$ cat src/design/scs_pkg.sv
package scs_pkg;
  localparam int LINE_BUFFER = 24;
  localparam int LineMax = LINE_BUFFER - 1;
  localparam int CntW = $clog2(LINE_BUFFER);
  localparam int IdxW = $clog2(LineMax);

  typedef struct packed {
    logic       kind;
    logic [7:0] rx_byte;
  } in_t;

  typedef struct packed {
    logic [2:0] event_res;
    logic       axis;
    logic [7:0] servo_angle;
    logic [7:0] report_pan;
    logic [7:0] report_tilt;
  } out_t;

  typedef struct packed {
    logic [9:0] step_delay;
    logic [9:0] idle_timeout;
    logic [7:0] center_deg;
    logic [7:0] floor_deg;
    logic [7:0] ceil_deg;
  } cfg_t;

  localparam logic [2:0] EvWrite = 3'd0;
  localparam logic [2:0] EvPos = 3'd1;
  localparam logic [2:0] EvHelp = 3'd2;
  localparam logic [2:0] EvInvalid = 3'd3;
  localparam logic [2:0] EvTooLong = 3'd4;
  localparam logic [2:0] EvBusy = 3'd5;

  localparam logic [2:0] RegStep = 3'd0;
  localparam logic [2:0] RegIdle = 3'd1;
  localparam logic [2:0] RegCenter = 3'd2;
  localparam logic [2:0] RegMin = 3'd3;
  localparam logic [2:0] RegMax = 3'd4;

  function automatic logic [7:0] clamp_angle(input logic signed [10:0] v,
                                             input logic [7:0] lo,
                                             input logic [7:0] hi);
    logic [7:0] r;
    if (v < $signed({3'b0, lo})) r = lo;
    else if (v > $signed({3'b0, hi})) r = hi;
    else r = v[7:0];
    return r;
  endfunction
endpackage

$ cat src/design/servo_command_slew_controller.sv
// channel | dir | payload
// in      | in  | in_t  kind, rx_byte
// out     | out | out_t event_res, axis, servo_angle, report_pan, report_tilt
// cfg     | in  | index, data
// a tick or stored byte waits in the queue and is then handled by the back end
// a line run walks the line store, one ram read per character,
// paced by the single read port
// a two-entry queue takes requests while the back end is busy or stalled, until both entries are full
// reset restores the control registers at once, no clearing pass; queue entries and line store are not reset
module servo_command_slew_controller (
  input  logic          clk_i,
  input  logic          rst_ni,
  input  logic          in_valid_i,
  output logic          in_ready_o,
  input  scs_pkg::in_t  in_data_i,
  output logic          out_valid_o,
  input  logic          out_ready_i,
  output scs_pkg::out_t out_data_o,
  input  logic          cfg_valid_i,
  output logic          cfg_ready_o,
  input  logic [2:0]    cfg_index_i,
  input  logic [9:0]    cfg_data_i
);
  import scs_pkg::*;
  cfg_t cfg_q;
  logic qv, qr;
  in_t qd;
  assign cfg_ready_o = 1'b1;
  always_ff @(posedge clk_i or negedge rst_ni) begin
    if (!rst_ni) begin
      cfg_q <= '{10'd15, 10'd80, 8'd90, 8'd0, 8'd180};
    end else if (cfg_valid_i) begin
      unique case (cfg_index_i)
        RegStep: cfg_q.step_delay <= cfg_data_i;
        RegIdle: cfg_q.idle_timeout <= cfg_data_i;
        RegCenter: cfg_q.center_deg <= cfg_data_i[7:0];
        RegMin: cfg_q.floor_deg <= cfg_data_i[7:0];
        RegMax: cfg_q.ceil_deg <= cfg_data_i[7:0];
        default: ;
      endcase
    end
  end
  scs_front u_front (
    .clk_i, .rst_ni, .in_valid_i, .in_ready_o, .in_data_i,
    .q_valid_o(qv), .q_ready_i(qr), .q_data_o(qd)
  );
  scs_back u_back (
    .clk_i, .rst_ni, .cfg_i(cfg_q), .q_valid_i(qv), .q_ready_o(qr), .q_data_i(qd),
    .out_valid_o, .out_ready_i, .out_data_o
  );
endmodule

$ cat src/design/scs_ram.sv
module scs_ram #(
  parameter int Width = 8,
  parameter int Depth = 23
) (
  input  logic                     clk_i,
  input  logic                     we_i,
  input  logic [$clog2(Depth)-1:0] waddr_i,
  input  logic [Width-1:0]         wdata_i,
  input  logic [$clog2(Depth)-1:0] raddr_i,
  output logic [Width-1:0]         rdata_o
);
  logic [Width-1:0] mem_q [Depth];
  always_ff @(posedge clk_i) begin
    if (we_i) mem_q[waddr_i] <= wdata_i;
    rdata_o <= mem_q[raddr_i];
  end
endmodule

$ cat src/design/scs_front.sv
module scs_front (
  input  logic          clk_i,
  input  logic          rst_ni,
  input  logic          in_valid_i,
  output logic          in_ready_o,
  input  scs_pkg::in_t  in_data_i,
  output logic          q_valid_o,
  input  logic          q_ready_i,
  output scs_pkg::in_t  q_data_o
);
  import scs_pkg::*;
  in_t  ent_q [2];
  logic [1:0] cnt_q, cnt_d;
  logic rd_q, wr_q;
  logic push, pop;
  assign in_ready_o = (cnt_q != 2'd2);
  assign q_valid_o = (cnt_q != 2'd0);
  assign q_data_o = ent_q[rd_q];
  assign push = in_valid_i && in_ready_o;
  assign pop = q_valid_o && q_ready_i;
  always_comb begin
    cnt_d = cnt_q;
    if (push && !pop) cnt_d = cnt_q + 2'd1;
    else if (pop && !push) cnt_d = cnt_q - 2'd1;
  end
  always_ff @(posedge clk_i) begin
    if (push) ent_q[wr_q] <= in_data_i;
  end
  always_ff @(posedge clk_i or negedge rst_ni) begin
    if (!rst_ni) begin
      cnt_q <= '0;
      rd_q <= 1'b0;
      wr_q <= 1'b0;
    end else begin
      cnt_q <= cnt_d;
      if (push) wr_q <= ~wr_q;
      if (pop) rd_q <= ~rd_q;
    end
  end
endmodule

$ cat src/design/scs_back.sv
module scs_back (
  input  logic         clk_i,
  input  logic         rst_ni,
  input  scs_pkg::cfg_t cfg_i,
  input  logic         q_valid_i,
  output logic         q_ready_o,
  input  scs_pkg::in_t q_data_i,
  output logic         out_valid_o,
  input  logic         out_ready_i,
  output scs_pkg::out_t out_data_o
);
  import scs_pkg::*;
  localparam logic [3:0] SIdle = 4'd0;
  localparam logic [3:0] SScan = 4'd1;
  localparam logic [3:0] SDecide = 4'd3;
  localparam logic [3:0] SPre = 4'd4;
  localparam logic [3:0] SPval = 4'd5;
  localparam logic [3:0] SPcomma = 4'd6;
  localparam logic [3:0] SOut = 4'd7;

  logic [3:0] st_q;
  logic [CntW-1:0] cnt_q, len_q, ptr_q, end_q, comma_q;
  logic [9:0] quiet_q, timer_q;
  logic [7:0] pan_q, tilt_q, rangle_q, rtarget_q, ptarget_q, c0_q;
  logic moving_q, raxis_q, tpend_q, found_q, second_q;
  logic [1:0] phase_q;
  logic neg_q;
  logic [9:0] mag_q;
  out_t res_q;
  logic ovalid_q;

  logic we, rwait_q;
  logic [IdxW-1:0] raddr;
  logic [7:0] rdata;

  scs_ram #(.Width(8), .Depth(LineMax)) u_ram (
    .clk_i, .we_i(we), .waddr_i(cnt_q[IdxW-1:0]), .wdata_i(q_data_i.rx_byte),
    .raddr_i(raddr), .rdata_o(rdata)
  );

  assign raddr = ptr_q[IdxW-1:0];
  assign q_ready_o = (st_q == SIdle) && !ovalid_q;
  assign out_valid_o = ovalid_q;
  assign out_data_o = res_q;
  logic take;
  assign take = q_valid_i && q_ready_o;
  assign we = take && !q_data_i.kind && !moving_q && q_data_i.rx_byte != 8'h0a &&
              q_data_i.rx_byte != 8'h0d && cnt_q < CntW'(LineMax);

  logic [7:0] center_c;
  assign center_c = clamp_angle({3'b0, cfg_i.center_deg}, cfg_i.floor_deg,
                                cfg_i.ceil_deg);
  logic signed [10:0] pval;
  assign pval = neg_q ? -$signed({1'b0, mag_q}) : $signed({1'b0, mag_q});
  logic [9:0] tnext;
  assign tnext = timer_q + 10'd1;
  logic [13:0] mag10;
  assign mag10 = {4'b0, mag_q} * 14'd10 + {10'b0, rdata[3:0]};

  function automatic out_t ev(input logic [2:0] e);
    out_t o;
    o = '0;
    o.event_res = e;
    return o;
  endfunction

  always_ff @(posedge clk_i or negedge rst_ni) begin
    if (!rst_ni) begin
      st_q <= SIdle; cnt_q <= '0; quiet_q <= '0; timer_q <= '0;
      pan_q <= 8'd90; tilt_q <= 8'd90; rangle_q <= '0; rtarget_q <= '0;
      ptarget_q <= '0; moving_q <= 1'b0; raxis_q <= 1'b0; tpend_q <= 1'b0;
      ovalid_q <= 1'b0; res_q <= '0; len_q <= '0; ptr_q <= '0; end_q <= '0;
      comma_q <= '0; c0_q <= '0; found_q <= 1'b0; second_q <= 1'b0;
      phase_q <= '0; neg_q <= 1'b0; mag_q <= '0; rwait_q <= 1'b0;
    end else begin
      if (ovalid_q && out_ready_i) ovalid_q <= 1'b0;
      unique case (st_q)
        SIdle: if (take) begin
          if (q_data_i.kind) begin
            if (moving_q) begin
              if (tnext >= cfg_i.step_delay) begin
                timer_q <= '0;
                ovalid_q <= 1'b1;
                if (rangle_q == rtarget_q) begin
                  if (raxis_q) tilt_q <= rtarget_q; else pan_q <= rtarget_q;
                  if (!raxis_q && tpend_q) begin
                    tpend_q <= 1'b0; raxis_q <= 1'b1; rangle_q <= tilt_q;
                    rtarget_q <= ptarget_q;
                    res_q <= '{EvWrite, 1'b1, tilt_q, 8'd0, 8'd0};
                  end else begin
                    moving_q <= 1'b0;
                    res_q <= '{EvPos, 1'b0, 8'd0, raxis_q ? pan_q : rtarget_q,
                               raxis_q ? rtarget_q : tilt_q};
                  end
                end else begin
                  rangle_q <= (rtarget_q > rangle_q) ? rangle_q + 8'd1 : rangle_q - 8'd1;
                  res_q <= '{EvWrite, raxis_q,
                             (rtarget_q > rangle_q) ? rangle_q + 8'd1 : rangle_q - 8'd1,
                             8'd0, 8'd0};
                end
              end else timer_q <= tnext;
            end else if (cnt_q != '0) begin
              if (quiet_q != 10'd1023) quiet_q <= quiet_q + 10'd1;
              if (((quiet_q == 10'd1023) ? quiet_q : quiet_q + 10'd1) >= cfg_i.idle_timeout)
              begin
                len_q <= cnt_q; ptr_q <= '0; found_q <= 1'b0; rwait_q <= 1'b1;
                end_q <= cnt_q; st_q <= SScan;
              end
            end
          end else if (moving_q) begin
            res_q <= ev(EvBusy); ovalid_q <= 1'b1;
          end else if (q_data_i.rx_byte == 8'h0a || q_data_i.rx_byte == 8'h0d) begin
            if (cnt_q != '0) begin
              len_q <= cnt_q; ptr_q <= '0; found_q <= 1'b0; rwait_q <= 1'b1;
              end_q <= cnt_q; st_q <= SScan;
            end
          end else if (cnt_q < CntW'(LineMax)) begin
            cnt_q <= cnt_q + 1'b1; quiet_q <= '0;
          end else begin
            cnt_q <= '0; res_q <= ev(EvTooLong); ovalid_q <= 1'b1;
          end
        end
        // walk line: find length (zero byte) and first comma
        SScan: begin
          if (rwait_q) rwait_q <= 1'b0;
          else begin
            if (ptr_q == '0) c0_q <= rdata;
            if (rdata == 8'h00) begin
              end_q <= ptr_q; st_q <= SDecide;
            end else begin
              if (rdata == 8'h2c && !found_q) begin found_q <= 1'b1; comma_q <= ptr_q; end
              if (ptr_q + 1'b1 == len_q) begin
                end_q <= len_q; st_q <= SDecide;
              end else begin
                ptr_q <= ptr_q + 1'b1; rwait_q <= 1'b1;
              end
            end
          end
        end
        SDecide: begin
          cnt_q <= '0; quiet_q <= '0; tpend_q <= 1'b0;
          if (end_q == '0) c0_q <= 8'h00;
          if (end_q == '0) begin
            res_q <= ev(EvInvalid); st_q <= SOut;
          end else if (c0_q == 8'h3f || c0_q == 8'h68 || c0_q == 8'h48) begin
            res_q <= ev(EvHelp); st_q <= SOut;
          end else if (c0_q == 8'h63 || c0_q == 8'h43) begin
            ptarget_q <= center_c; tpend_q <= 1'b1;
            raxis_q <= 1'b0; rangle_q <= pan_q; rtarget_q <= center_c;
            timer_q <= '0; moving_q <= 1'b1;
            res_q <= '{EvWrite, 1'b0, pan_q, 8'd0, 8'd0}; st_q <= SOut;
          end else if (c0_q == 8'h70 || c0_q == 8'h50 || c0_q == 8'h74 || c0_q == 8'h54)
          begin
            second_q <= (c0_q == 8'h74 || c0_q == 8'h54);
            found_q <= 1'b0; ptr_q <= CntW'(1); st_q <= SPre;
          end else if (found_q) begin
            ptr_q <= comma_q + 1'b1; second_q <= 1'b1; st_q <= SPcomma;
          end else begin
            res_q <= ev(EvInvalid); st_q <= SOut;
          end
          phase_q <= '0; neg_q <= 1'b0; mag_q <= '0; rwait_q <= 1'b1;
        end
        // value parser, one char per read; phase 0 spaces, 2 sign or digits seen
        SPre, SPcomma, SPval: begin
          if (rwait_q) rwait_q <= 1'b0;
          else begin
            logic stop;
            stop = (ptr_q >= end_q);
            if (!stop) begin
              if (phase_q == 2'd0 && (rdata == 8'h20 || (rdata >= 8'd9 && rdata <= 8'd13)))
                ;
              else if (phase_q == 2'd0 && (rdata == 8'h2b || rdata == 8'h2d)) begin
                neg_q <= (rdata == 8'h2d); phase_q <= 2'd2;
              end else if (rdata >= 8'h30 && rdata <= 8'h39) begin
                phase_q <= 2'd2;
                mag_q <= (mag10 > 14'd999) ? 10'd999 : mag10[9:0];
              end else stop = 1'b1;
            end
            if (!stop) begin ptr_q <= ptr_q + 1'b1; rwait_q <= 1'b1; end
            else begin
              phase_q <= '0; neg_q <= 1'b0; mag_q <= '0;
              if (st_q == SPre) begin
                raxis_q <= second_q;
                rangle_q <= second_q ? tilt_q : pan_q;
                rtarget_q <= clamp_angle(pval, cfg_i.floor_deg, cfg_i.ceil_deg);
                timer_q <= '0; moving_q <= 1'b1;
                res_q <= '{EvWrite, second_q, second_q ? tilt_q : pan_q, 8'd0, 8'd0};
                st_q <= SOut;
              end else if (st_q == SPcomma) begin
                ptarget_q <= clamp_angle(pval, cfg_i.floor_deg, cfg_i.ceil_deg);
                tpend_q <= 1'b1; end_q <= comma_q; ptr_q <= '0; rwait_q <= 1'b1;
                second_q <= 1'b0; st_q <= SPre;
              end else st_q <= SOut;
            end
          end
        end
        SOut: begin
          ovalid_q <= 1'b1; st_q <= SIdle;
        end
        default: st_q <= SIdle;
      endcase
    end
  end
endmodule

$ cat config.mk
export PLATFORM = sky130hd
export DESIGN_NAME = servo_command_slew_controller
export DESIGN_NICKNAME = d
export VERILOG_FILES = /design/src/design/scs_pkg.sv /design/src/design/servo_command_slew_controller.sv /design/src/design/scs_ram.sv /design/src/design/scs_front.sv /design/src/design/scs_back.sv
export SDC_FILE = /design/constraint.sdc
export NUM_CORES = 1
export LEC_CHECK = 0
export BUFFER_PORTS_ARGS = -buffer_cell sky130_fd_sc_hd__buf_2
export CORE_ASPECT_RATIO = 0.6
export CORE_MARGIN = 1.5
export CORE_UTILIZATION = 45
export CTS_BUF_LIST = sky130_fd_sc_hd__clkbuf_8
export CTS_CLUSTER_SIZE = 12
export DETAILED_ROUTE_END_ITERATION = 6
export GPL_TIMING_DRIVEN = 0
export HOLD_SLACK_MARGIN = 0.05
export MAX_ROUTING_LAYER = met4
export PLACE_DENSITY = 0.63
export RECOVER_POWER = 25
export SLEW_MARGIN = 25
export SYNTH_ARGS = -nofsm -noshare
export SYNTH_HDL_FRONTEND = slang
export SYNTH_SLANG_ARGS = --single-unit
$ cat constraint.sdc
create_clock -name clk_i -period 4.89 [get_ports clk_i]
set_clock_uncertainty 0.2 [all_clocks]
set_input_delay 0.489 -clock clk_i [delete_from_list [all_inputs] [get_ports clk_i]]
set_output_delay 0.489 -clock clk_i [all_outputs]
set_load 0.02 [all_outputs]
==> flow_summary.ini <==
[run_status]
status = finished, violations left
violations = max-capacitance violations, max-slew violations

[setup_path]
reg2reg_depth = 14
crit_path_end_kind = flop
crit_slowest_cell = a2111o_1
crit_required_ns = 5.24
path_class = flop to flop
cp.arrival_ns = 4.93
cp_max_fo = 6
cpPeakStageDelay_ns = 0.56
start_kind = flop
path_cells = ha_1, and3_1, and3_1, nand4_1, buf_4, xnor2_1, ha_1, nor2b_1, o21ai_0, a221oi_1, o211a_1, o41a_1, a2111o_1, mux2_4

[job]
drv_cap = 1

[global_routing]
grt_max_degree = 85
grt_pass1_vias = 14743
grt_overflow = 0
grt_util_all_layers_pct = 24.6
antenna_found_initial = 0
grt_pass1_wl_um = 87200

[placement]
dp_worst_setup_slack_ns = -0.273
dpl_cell_area_sq_um = 22000
dpl.hpwl_um = 41200
gp_congestion = 0.972
portBuffers = 54

[detailed_routing]
ant_nets = 0
wl_per_cell_um = 21.7
drc_errors = 0
via_count = 15190
first_pass_iters = 5
first_iter_violations = 1608
drt_wl_total_um = 56000
vias_per_cell = 5.90

[layout]
seqCellArea_sq_um = 11000
final_common_cell = edfxtp_1
nNetsFinal = 2039
stdcell_area_sq_um = 23500
syn_to_final_growth_pct = 12.2
drive_gt1_share_pct = 15.2
diodes = 0
final_cell_mix = edfxtp_1, dfrtp_1, nor2_1
fillers = 3978
multiInputGateArea_sq_um = 9240

[synth]
syn_nets = 1894
ys_warn_count = 0
syn_area_sq_um = 20900
seq_area_frac_synth_pct = 52.8
ys_top_cells_by_area = edfxtp_1, dfrtp_1, ha_1, mux4_2, mux2_2
ys_ff_latch = 401
synth_async_sr_flop_share_pct = 47.6
syn_area_per_cell_sq_um = 11.8
synth_top_area_share_pct = 29.0
synth_flop_cell = edfxtp_1
synth-edff-count = 202
synthCells = 1765
synth_area_leader_cell = edfxtp_1
synth_cell_type_count = 87

[clock_tree]
clock-root-buffer = clkbuf_8
numClockSinks = 401
htreeDepth = 2
cts_tree = built
cts_buffers = 59
clk-insertion-delay-late_ns = 0.69
cts_max_path_buffers = 3
clk_pin_slew_worst_paths_ns = 0.07

[timing]
slew_headroom_pct = -43.8
period_needed_ns = 4.58
finalMaxSlewViolations = 84
holdWs_ns = 0.112
fmax_ghz = 0.218
setup_slack_ns = 0.308
min_period_over_period_pct = 93.7
rsz0062_at_grt = no
tightestPinTransition_ns = 2.16
finalHoldViolCount = 0
setup_viol = 0

[power_and_ir_drop]
ir_drop_uv = 348
p_leak_nw = 9.55
powerDensity_nw_per_um2 = 536

[floorplan]
dieArea_sq_um = 47800
start_util_pct = 46.1
fp.dieH_um = 170
die_w_um = 281
core_area_sq_um = 45300
num_io_pins = 58
num_rows = 60

[min_path]
worst_hold_path.num_cells = 4
hold_class = input pin to flop
-- critical path: cells and delay by family (launching register included) --
family,cells,cell delay (ns)
AO/OA/AOI/OAI,5,1.78
AND/OR/NAND/NOR,4,0.83
adder cells (fa/ha/maj),2,0.53
flip-flops,1,0.43
multiplexers,1,0.35
buffers and inverters,1,0.21
XOR/XNOR,1,0.12
-- per-layer routing --
| layer | wire, um | GRT usage [%] |
|---|---|---|
| met3 | 6090 | 7.07 |
| met2 | 21300 | 30.6 |
| met5 | 0 | - |
| met1 | 27700 | 38.3 |
| met4 | 867 | 5.77 |
-- stage by stage --
step / power, mW / setup TNS (ns) / utilization, % / std cells
floorplan: 8.03 / 0 / - / 1765
global placement: 9.61 / -27.04 / 48.4 / 2439
detailed placement: 9.72 / -4.75 / 48.6 / 2441
CTS: 12.5 / 0 / 51.8 / 2577
global route: 13.3 / 0 / 51.7 / 2576
finish: 12.6 / 0 / 51.7 / 2576
-- timing repair --
action / in CTS / in global routing
setup endpoints to repair: 57 / 10
endpoints found under the hold margin: 159 / 0
buffers inserted: 2 / 0
gates resized for setup: 0 / 1
hold buffers: 28 / 0
pin swaps: 1 / 0
-- logic make-up after synthesis --
group	share of synthesized area, %
AND/OR/NAND/NOR	11.3
adder cells (fa/ha/maj)	6.21
buffers and inverters	3.06
flip-flops	52.8
multiplexers	12.0
other	0.0179
AO/OA/AOI/OAI	12.7
XOR/XNOR	1.93
-- synth_stat cells (all sizes together) (10+ instances only) --
library cell and instances:
a211oi 17, xnor2 28, and2 12, nand3b 14
ha 99, nor2b 18, nand3 40, nor3 27
nor2 141, nand4 15, buf 23, a22o 22
dfrtp 169, inv 80, mux4 48, mux2 82
clkbuf 54, a31oi 22, a21oi 65, nand2 123
mux2i 49, and3 18, o22ai 10, nand2b 31
a22oi 12, xor2 18, o31ai 13, edfxtp 202
dfstp 22, a21o 14, o21ai 121, o211ai 17
-- state kept, by name (all words and copies together), names as in the netlist, 2 cells and up --
register	cells
u_front.cnt_q	2
u_back.quiet_q	10
u_back.u_ram.mem_q	184
u_back.cnt_q	5
u_back.comma_q	5
u_back.ptr_q	5
u_back.out_data_o	28
u_back.timer_q	10
u_back.tilt_q	8
u_back.u_ram.rdata_o	8
cfg_q	44
u_back.st_q	3
u_front.ent_q	18
u_back.mag_q	10
u_back.pan_q	8
u_back.rtarget_q	8
u_back.len_q	5
u_back.c0_q	8
u_back.ptarget_q	8
u_back.end_q	5
u_back.rangle_q	8
-- path summary, 6_finish.rpt --
kind / slack (ns) / startpoint / endpoint
max: 0.31 / u_back.quiet_q[0] / u_back.end_q[1]
min: 0.11 / out_ready_i / u_back.out_valid_o
max reg2reg: 0.31 / u_back.quiet_q[0] / u_back.end_q[1]
min reg2reg: 0.28 / u_back.out_data_o[7] / u_back.out_data_o[7]
max in group asynchronous: 0.88 / rst_ni / u_back.quiet_q[2]
min in group asynchronous: 0.92 / rst_ni / u_back.out_data_o[3]
-- power by group --
group          leakage [nW]  internal (mW)  total, mW  switching, mW
clock                 0.689           1.39       2.75           1.36
combinational          4.54           1.86       5.19           3.32
sequential             4.32           4.20       4.64          0.434
total                  9.55           7.46       12.6           5.11
-- area by class of cell --
type                       instances  share of cell area, %
clock buffer                      72                   4.22
multi-input combinational       1207                   39.4
sequential                       401                   47.0
tap                              620                   3.31
clock inverter                    35                  0.859
buffer                            75                   1.40
inverter                          80                   1.28
timing repair buffer              86                   2.50
(Power assumes the default switching activity.)
